`config.mk`:
```
export PLATFORM = sky130hd
export DESIGN_NAME = pixel_dark_mode_recolor
export DESIGN_NICKNAME = d
export VERILOG_FILES = /design/src/hdl/pdmr_pkg.sv /design/src/hdl/pixel_dark_mode_recolor.sv /design/src/hdl/pdmr_chan.sv
export VERILOG_INCLUDE_DIRS = /design/src /design/src/hdl
export SDC_FILE = /design/constraint.sdc
export NUM_CORES = 2
export LEC_CHECK = 0
export BUFFER_PORTS_ARGS = -buffer_cell sky130_fd_sc_hd__clkbuf_2
export CORE_ASPECT_RATIO = 1.4
export CORE_MARGIN = 4
export CORE_UTILIZATION = 30
export CTS_BUF_LIST = sky130_fd_sc_hd__clkbuf_16
export CTS_CLUSTER_DIAMETER = 40
export DETAILED_ROUTE_END_ITERATION = 16
export PLACE_DENSITY = 0.4
export SLEW_MARGIN = 25
export SYNTH_ARGS = -nofsm -noshare
export SYNTH_HDL_FRONTEND = slang
export SYNTH_SLANG_ARGS = --single-unit
```
`constraint.sdc`:
```
create_clock -name i_clk -period 13.5 [get_ports i_clk]
set_clock_uncertainty 0.05 [all_clocks]
set_input_delay 0 -clock i_clk [delete_from_list [all_inputs] [get_ports i_clk]]
set_output_delay 0 -clock i_clk [all_outputs]
set_load 0.01 [all_outputs]
```
`src/hdl/pixel_dark_mode_recolor_defines.svh`:
```
// assertion macros for the dark mode recolor block
// included by the top level, no other dependencies
`ifndef PIXEL_DARK_MODE_RECOLOR_DEFINES_SVH
`define PIXEL_DARK_MODE_RECOLOR_DEFINES_SVH

// same-cycle implication, disabled during reset
`define PDMR_ASSERT_IMPL(label, clk, rst_n, ante, cons) \
    label: assert property (@(posedge clk) disable iff (!rst_n) (ante) |-> (cons)) \
        else $error("pdmr assertion failed");

// next-cycle implication, disabled during reset
`define PDMR_ASSERT_NEXT(label, clk, rst_n, ante, cons) \
    label: assert property (@(posedge clk) disable iff (!rst_n) (ante) |=> (cons)) \
        else $error("pdmr assertion failed");

`endif

```
`src/hdl/pdmr_pkg.sv`:
```
// shared constants and types for the dark mode recolor block
// no dependencies
package pdmr_pkg;

    localparam int NUM_STAGES = 4;

    localparam logic [1:0] MODE_PASS   = 2'd0;
    localparam logic [1:0] MODE_INVERT = 2'd1;
    localparam logic [1:0] MODE_TINT   = 2'd2;
    localparam logic [1:0] MODE_LUMA   = 2'd3;

    localparam logic [1:0] CFG_MODE  = 2'd0;
    localparam logic [1:0] CFG_PAPER = 2'd1;
    localparam logic [1:0] CFG_INK   = 2'd2;

    localparam logic [23:0] PAPER_RESET = 24'h1E1E1E;
    localparam logic [23:0] INK_RESET   = 24'hDCDDDE;

    localparam logic [15:0] LUMA_WR    = 16'd77;
    localparam logic [15:0] LUMA_WG    = 16'd150;
    localparam logic [15:0] LUMA_WB    = 16'd29;
    localparam logic [15:0] LUMA_RND   = 16'd128;
    localparam logic [15:0] DIV255_MUL = 16'd32897;
    localparam logic [7:0]  ROUND_BIAS = 8'd127;

    typedef struct packed {
        logic [NUM_STAGES-1:0] en;
        logic [1:0]            mode;
    } t_pipe_ctl;

endpackage

```
`src/hdl/pixel_dark_mode_recolor.sv`:
```
// Dark mode pixel recolor: pass through, invert, tint or luma remap of an RGBA pixel.
// Request in on i_valid/o_ready with the pixel fields, result out on o_valid/i_ready.
// Configuration by i_cfg_we/i_cfg_idx/i_cfg_data: index 0 mode, 1 paper color,
// 2 ink color; a write lands on the clock edge, no handshake, index 3 is ignored.
// Write configuration only while no pixel is in flight.
// One register stage each holds the luma and tint product, the divide-by-255
// multiply, the ramp multiply, and the mode select with output register.
// Throughput: one pixel per clock while the receiver keeps i_ready high.
// When the receiver stalls, the output holds and earlier stages keep filling
// any empty slots, so o_ready stays high until all four stages hold a pixel.
// Reset (synchronous, active low) empties the pipeline and loads mode pass
// through, paper 0x1E1E1E and ink 0xDCDDDE.
// Depends on pdmr_pkg, pdmr_chan and pixel_dark_mode_recolor_defines.svh.
`include "pixel_dark_mode_recolor_defines.svh"

module pixel_dark_mode_recolor import pdmr_pkg::*; (
    input  logic        i_clk,
    input  logic        i_rst_n,
    input  logic        i_cfg_we,
    input  logic [1:0]  i_cfg_idx,
    input  logic [23:0] i_cfg_data,
    input  logic        i_valid,
    output logic        o_ready,
    input  logic [7:0]  i_red_in,
    input  logic [7:0]  i_green_in,
    input  logic [7:0]  i_blue_in,
    input  logic [7:0]  i_alpha_in,
    input  logic        i_span_end,
    output logic        o_valid,
    input  logic        i_ready,
    output logic [7:0]  o_red_out,
    output logic [7:0]  o_green_out,
    output logic [7:0]  o_blue_out,
    output logic [7:0]  o_alpha_out,
    output logic        o_span_end_out
);

    logic [1:0]            r_mode;
    logic [23:0]           r_paper;
    logic [23:0]           r_ink;
    logic [NUM_STAGES-1:0] r_v;
    logic [NUM_STAGES-1:0] n_v;
    logic [NUM_STAGES-1:0] stage_en;
    logic [7:0]            r_alpha [NUM_STAGES];
    logic                  r_span  [NUM_STAGES];
    logic [7:0]            r_y1;
    logic [7:0]            r_y2;
    logic [7:0]            r_y3;
    logic [15:0]           luma_acc;
    t_pipe_ctl             pipe_ctl;
    logic [7:0]            chan_in  [3];
    logic [7:0]            chan_out [3];

    always_ff @(posedge i_clk) begin
        if (!i_rst_n) begin
            r_mode  <= MODE_PASS;
            r_paper <= PAPER_RESET;
            r_ink   <= INK_RESET;
        end else if (i_cfg_we) begin
            case (i_cfg_idx)
                CFG_MODE:  r_mode  <= i_cfg_data[1:0];
                CFG_PAPER: r_paper <= i_cfg_data;
                CFG_INK:   r_ink   <= i_cfg_data;
                default:   ;
            endcase
        end
    end

    // a stage moves when it is empty or the stage after it moves
    always_comb begin
        stage_en[NUM_STAGES-1] = !r_v[NUM_STAGES-1] || i_ready;
        for (int k = NUM_STAGES - 2; k >= 0; k--) begin
            stage_en[k] = !r_v[k] || stage_en[k+1];
        end
        n_v = r_v;
        if (stage_en[0]) begin
            n_v[0] = i_valid;
        end
        for (int k = 1; k < NUM_STAGES; k++) begin
            if (stage_en[k]) begin
                n_v[k] = r_v[k-1];
            end
        end
    end

    always_ff @(posedge i_clk) begin
        if (!i_rst_n) begin
            r_v <= '0;
        end else begin
            r_v <= n_v;
        end
    end

    assign luma_acc = 16'(i_red_in) * LUMA_WR + 16'(i_green_in) * LUMA_WG
                    + 16'(i_blue_in) * LUMA_WB + LUMA_RND;

    always_ff @(posedge i_clk) begin
        if (stage_en[0]) begin
            r_alpha[0] <= i_alpha_in;
            r_span[0]  <= i_span_end;
            r_y1       <= luma_acc[15:8];
        end
        if (stage_en[1]) begin
            r_y2 <= r_y1;
        end
        if (stage_en[2]) begin
            r_y3 <= r_y2;
        end
        for (int k = 1; k < NUM_STAGES; k++) begin
            if (stage_en[k]) begin
                r_alpha[k] <= r_alpha[k-1];
                r_span[k]  <= r_span[k-1];
            end
        end
    end

    assign pipe_ctl.en   = stage_en;
    assign pipe_ctl.mode = r_mode;

    assign chan_in[0] = i_red_in;
    assign chan_in[1] = i_green_in;
    assign chan_in[2] = i_blue_in;

    for (genvar g = 0; g < 3; g++) begin : g_chan
        pdmr_chan u_chan (
            .i_clk   (i_clk),
            .i_ctl   (pipe_ctl),
            .i_c     (chan_in[g]),
            .i_ink   (r_ink[23-8*g -: 8]),
            .i_paper (r_paper[23-8*g -: 8]),
            .i_y1    (r_y1),
            .i_y3    (r_y3),
            .o_res   (chan_out[g])
        );
    end

    assign o_ready        = stage_en[0];
    assign o_valid        = r_v[NUM_STAGES-1];
    assign o_red_out      = chan_out[0];
    assign o_green_out    = chan_out[1];
    assign o_blue_out     = chan_out[2];
    assign o_alpha_out    = r_alpha[NUM_STAGES-1];
    assign o_span_end_out = r_span[NUM_STAGES-1];

    // input only backs up once every stage holds a pixel
    `PDMR_ASSERT_IMPL(a_full_when_blocked, i_clk, i_rst_n, !o_ready, &r_v)
    // a pixel never sits behind an empty output stage
    `PDMR_ASSERT_NEXT(a_no_stuck_bubble, i_clk, i_rst_n, r_v[2] && !r_v[3], r_v[3])

endmodule

```
`src/hdl/pdmr_chan.sv`:
```
// four-stage datapath for one color channel: pass, invert, tint and luma remap paths
// depends on pdmr_pkg
module pdmr_chan import pdmr_pkg::*; (
    input  logic             i_clk,
    input  t_pipe_ctl        i_ctl,
    input  logic [7:0]       i_c,
    input  logic [7:0]       i_ink,
    input  logic [7:0]       i_paper,
    input  logic [7:0]       i_y1,
    input  logic [7:0]       i_y3,
    output logic [7:0]       o_res
);

    function automatic logic [7:0] f_clamp(input logic signed [11:0] v);
        logic [7:0] r;
        if (v < 0) begin
            r = 8'd0;
        end else if (v > 12'sd255) begin
            r = 8'd255;
        end else begin
            r = v[7:0];
        end
        return r;
    endfunction

    logic signed [8:0]  d_pi;
    logic signed [8:0]  d_ip;

    // stage 1
    logic        [7:0]  r1_c;
    logic signed [17:0] r1_tv;
    logic signed [17:0] n1_tv;

    // stage 2
    logic        [7:0]  r2_c;
    logic               r2_tneg;
    logic        [31:0] r2_tprod;
    logic signed [17:0] r2_lt;
    logic        [16:0] tmag;
    logic        [31:0] n2_tprod;
    logic signed [17:0] n2_lt;

    // stage 3
    logic        [7:0]  r3_c;
    logic        [7:0]  r3_tint;
    logic signed [9:0]  r3_ls;
    logic signed [11:0] tint_sum;
    logic signed [34:0] lprod;
    logic        [7:0]  n3_tint;
    logic signed [9:0]  n3_ls;

    // stage 4
    logic        [7:0]  r4_res;
    logic signed [11:0] luma_sum;
    logic        [7:0]  n4_res;

    assign d_pi = $signed({1'b0, i_paper}) - $signed({1'b0, i_ink});
    assign d_ip = $signed({1'b0, i_ink}) - $signed({1'b0, i_paper});

    always_comb begin
        n1_tv = $signed({10'd0, i_c}) * $signed({{9{d_pi[8]}}, d_pi})
              + $signed({10'd0, ROUND_BIAS});
    end

    always_comb begin
        // divide by 255 on the magnitude so the quotient truncates toward zero
        tmag     = r1_tv[17] ? 17'(-r1_tv) : r1_tv[16:0];
        n2_tprod = 32'(tmag) * 32'(DIV255_MUL);
        n2_lt    = $signed({10'd0, i_y1}) * $signed({{9{d_ip[8]}}, d_ip})
                 + $signed({10'd0, ROUND_BIAS});
    end

    always_comb begin
        tint_sum = $signed({4'd0, i_ink})
                 + (r2_tneg ? -$signed({4'd0, r2_tprod[30:23]})
                            :  $signed({4'd0, r2_tprod[30:23]}));
        n3_tint  = f_clamp(tint_sum);
        lprod    = $signed({{17{r2_lt[17]}}, r2_lt}) * $signed({19'd0, DIV255_MUL});
        // arithmetic shift by 23, product magnitude stays below 2^32
        n3_ls    = lprod[32:23];
    end

    always_comb begin
        luma_sum = $signed({4'd0, r3_c}) - $signed({4'd0, i_y3})
                 + $signed({4'd0, i_ink}) - $signed({{2{r3_ls[9]}}, r3_ls});
        case (i_ctl.mode)
            MODE_PASS:   n4_res = r3_c;
            MODE_INVERT: n4_res = ~r3_c;
            MODE_TINT:   n4_res = r3_tint;
            MODE_LUMA:   n4_res = f_clamp(luma_sum);
            default:     n4_res = r3_c;
        endcase
    end

    always_ff @(posedge i_clk) begin
        if (i_ctl.en[0]) begin
            r1_c  <= i_c;
            r1_tv <= n1_tv;
        end
        if (i_ctl.en[1]) begin
            r2_c     <= r1_c;
            r2_tneg  <= r1_tv[17];
            r2_tprod <= n2_tprod;
            r2_lt    <= n2_lt;
        end
        if (i_ctl.en[2]) begin
            r3_c    <= r2_c;
            r3_tint <= n3_tint;
            r3_ls   <= n3_ls;
        end
        if (i_ctl.en[3]) begin
            r4_res <= n4_res;
        end
    end

    assign o_res = r4_res;

endmodule

```
==> metrics.md <==
| Metric | Value |
|---|---|
| Status | `finished, final reports clean` |
| Yosys warnings | `0` |
| Hpwl dp | `roughly 110,000 µm` |
| Remaining Overflow, GRT | `0` |
| Worst setup path class | `flop to flop` |
| Layout Nets | `about 6.6k` |
| #FFs+latches synth | `~400` |
| Port buffer count | `just under 100` |
| Initial Utilization | `slightly above 30%` |
| Biggest area consumer among synthesized cells | `ha_1` |
| Largest net degree at the start of global routing | `63` |
| Avg WL per Cell | `18.36 µm` |
| Worst Tran Pin Value | `between 1 and 1.5 ns` |
| Top FF cell, synth | `edfxtp_1` |
| Ports placed on the boundary | `99` |
| Top cells by count, synth | `983 x ha_1, 814 x inv_1, 391 x fa_1` |
| Final hold vios | `0` |
| Vias in the first global route | `between 30k and 40k` |
| Routed WL | `134,000 µm` |
| Vias per inst | `roughly 4.7` |
| Worst setup SP type | `flop` |
| Setup slack, reg-to-reg | `between 6 and 7 ns` |
| RR Endpoint | `g_chan[2].u_chan.r2_lt[17]$_DFFE_PP_` |
| R2R Path Start | `r_ink[0]$_SDFFE_PN0P_` |
| Unrepaired setup endpoints after global routing | `false` |
| Die area | `about 170,000 µm²` |
| Count leader, synth | `ha_1` |
| Syn_area_per_cell | `slightly below 10 µm²` |
| Routability cong. | `0.7966` |
| Mapped Cells | `4,922` |
| Layout cell share with drive strength beyond 1 | `between 5 and 6%` |
| Seq/Total Area, Yosys | `a little under a quarter` |
| Hold depth | `1` |
| DRT antenna net count | `0` |
| Fmax | `0.1362 GHz` |
| CP max FO | `10` |
| Tmin final | `between 7 and 8 ns` |
| Die Height | `around 480 µm` |
| Worst skew pair latency | `approximately 0.7 ns` |
| EDFF count, synth | `roughly 350` |
| GRT Total Usage | `around 16%` |
| Slew Viols, Final | `0` |
| DR pass1 iterations | `8` |
| Data required, critical path | `~14 ns` |
| WP data arrival | `~7.7 ns` |
| Synth top area share | `25.30%` |
| CP endpoint kind | `flop` |
| Num rows | `about 170` |
| Synthesized Nets | `6,360` |
| CTS Buffer Depth | `3` |
| First-pass GRT wire length | `210,600 µm` |
| PostCTS Resize Cnt | `0` |
| Maxcap violations | `0` |
| DIE WIDTH | `about 350 µm` |
| Worst Hold Endpoint | `g_chan[0].u_chan.r1_c[4]$_DFFE_PP_` |
| Hold Startpoint | `i_red_in[4]` |
| Reg2reg path depth | `25` |
| Max_slew headroom | `30.61%` |
| Critical path launch point | `r_ink[0]$_SDFFE_PN0P_` |
| DRC | `0` |
| Post-Syn Area | `a little under 50,000 µm²` |
| Worst Hold Class | `primary input to flop` |
| Initial DRC count | `1,387` |
| Post-synth cell types | `77` |
| Root Buffer | `clkbuf_16` |
| H-tree levels | `3` |
| DR vias | `around 34k` |
| CTS tree | `done` |
| Reg clk slew, reported paths | `around 0.05 ns` |
| Main area contributors after synthesis | `ha_1 25%, edfxtp_1 21%, fa_1 16%` |
| Sinks on Clock Net | `399` |
| Async SR Flop Fraction | `0%` |
| Setup TNS | `0 ns` |
| Clock buffers created by TritonCTS | `80` |
| Area Overhead vs Synth | `13.49%` |
| Filler Cells Inserted | `between 15k and 20k` |
| Core box area | `between 150,000 and 200,000 µm²` |
| Antenna violations before repair | `20` |
| Period utilization | `between 50% and 60%` |
| Final setup viols | `0` |
## sequential cells by signal, summed over array words and instances, names as in the netlist, 3 cells and up
signal                  flops
r_span                      4
g_chan.u_chan.r2_lt        54
r_paper                    24
r_alpha                    32
g_chan.u_chan.r1_tv        54
r_y2                        8
g_chan.u_chan.o_res        24
r_v                         4
r_y3                        8
g_chan.u_chan.r3_ls        30
g_chan.u_chan.r3_tint      24
r_ink                      24
g_chan.u_chan.r2_tprod     24
g_chan.u_chan.r1_c         24
r_y1                        8
g_chan.u_chan.r3_c         24
g_chan.u_chan.r2_tneg       3
g_chan.u_chan.r2_c         24
## how the worst max path moves through the flow
stage	end	cells after the start
3_5_place_dp	g_chan[2].u_chan.r2_lt[17]$_DFFE_PP_	25
6_report	g_chan[2].u_chan.r2_lt[17]$_DFFE_PP_	25
2_1_floorplan	g_chan[2].u_chan.r2_lt[16]$_DFFE_PP_	26
4_1_cts	g_chan[2].u_chan.r2_lt[16]$_DFFE_PP_	25
3_3_place_gp	g_chan[2].u_chan.r2_lt[16]$_DFFE_PP_	25
5_1_grt	g_chan[2].u_chan.r2_lt[17]$_DFFE_PP_	25
## layout make-up
class / instances / area [µm²] / area share, %
multi-input combinational: 3617 / 33790 / 61.25
sequential: 399 / 11440 / 20.73
inverter: 817 / 3072 / 5.567
tap: 2112 / 2643 / 4.789
clock buffer: 80 / 2002 / 3.628
timing repair buffer: 198 / 1434 / 2.599
clock inverter: 70 / 775.7 / 1.406
antenna: 7 / 17.52 / 0.03175
## cells in the final DEF (no fill, tap or decap), types with 139 or more instances in the layout
cell and count:
a21oi_1 250, and2_1 181, edfxtp_1 345, fa_1 391
ha_1 983, inv_1 817, nand2_1 379, nor2_1 190
o21ai_0 139, xnor2_1 274
## cell families after synthesis
kind of cell / synth area share [%]
AO/OA/AOI/OAI: 10.42
XOR/XNOR: 6.475
adder cells (fa/ha/maj): 41.39
buffers and inverters: 7.015
flip-flops: 23.53
multiplexers: 0.1518
AND/OR/NAND/NOR: 11.01
## metrics by stage
step                      cells  instance area [µm²]  worst slack [ns]  hold slack (ns)  utilization [%]
after floorplan            4922                48620             6.817          0.04887                -
after global placement     7068                51620             6.139           0.1277            32.09
after detailed placement   7069                51640             6.170           0.1320            32.09
after CTS                  7293                55150             6.105          0.01301            34.28
after global routing       7294                55160             5.677          0.03445            34.29
final                      7300                55180             6.158          0.05172            34.30
## worst max-delay path: stages (launching register included)
cell and delay, ns:
dfxtp_1 0.36, inv_1 0.07, ha_1 0.13, inv_1 0.06, fa_1 0.40, a21o_1 0.19, a21oi_1 0.34, o21ai_0 0.16
a21o_1 0.35, or2_2 0.35, fa_1 0.50, fa_1 0.54, inv_1 0.05, fa_1 0.50, fa_1 0.54, inv_1 0.05
fa_1 0.39, inv_1 0.06, ha_1 0.28, and3_1 0.21, a21oi_1 0.10, o21ai_0 0.14, o41ai_1 0.60, nand4b_1 0.21
nand2_1 0.08, a311o_1 0.31
## layer usage
| metal | track usage [%] | share of wire (%) | vias to the layer above |
|---|---|---|---|
| li1 | - | - | 17013 |
| met1 | 19.63 | 43 | 16925 |
| met2 | 29.89 | 51 | 375 |
| met3 | 1.934 | 2.9 | 139 |
| met4 | 4.573 | 2.4 | 4 |
| met5 | 0 | 0.020 | - |
## what timing repair did
item / in CTS / in global routing
endpoints found under the hold margin: 88 / 0
hold buffers: 74 / 0
setup buffers: 0 / 0
Power is not shown: default switching activity piles up to over one toggle a cycle in this logic, so the estimate is an artifact.
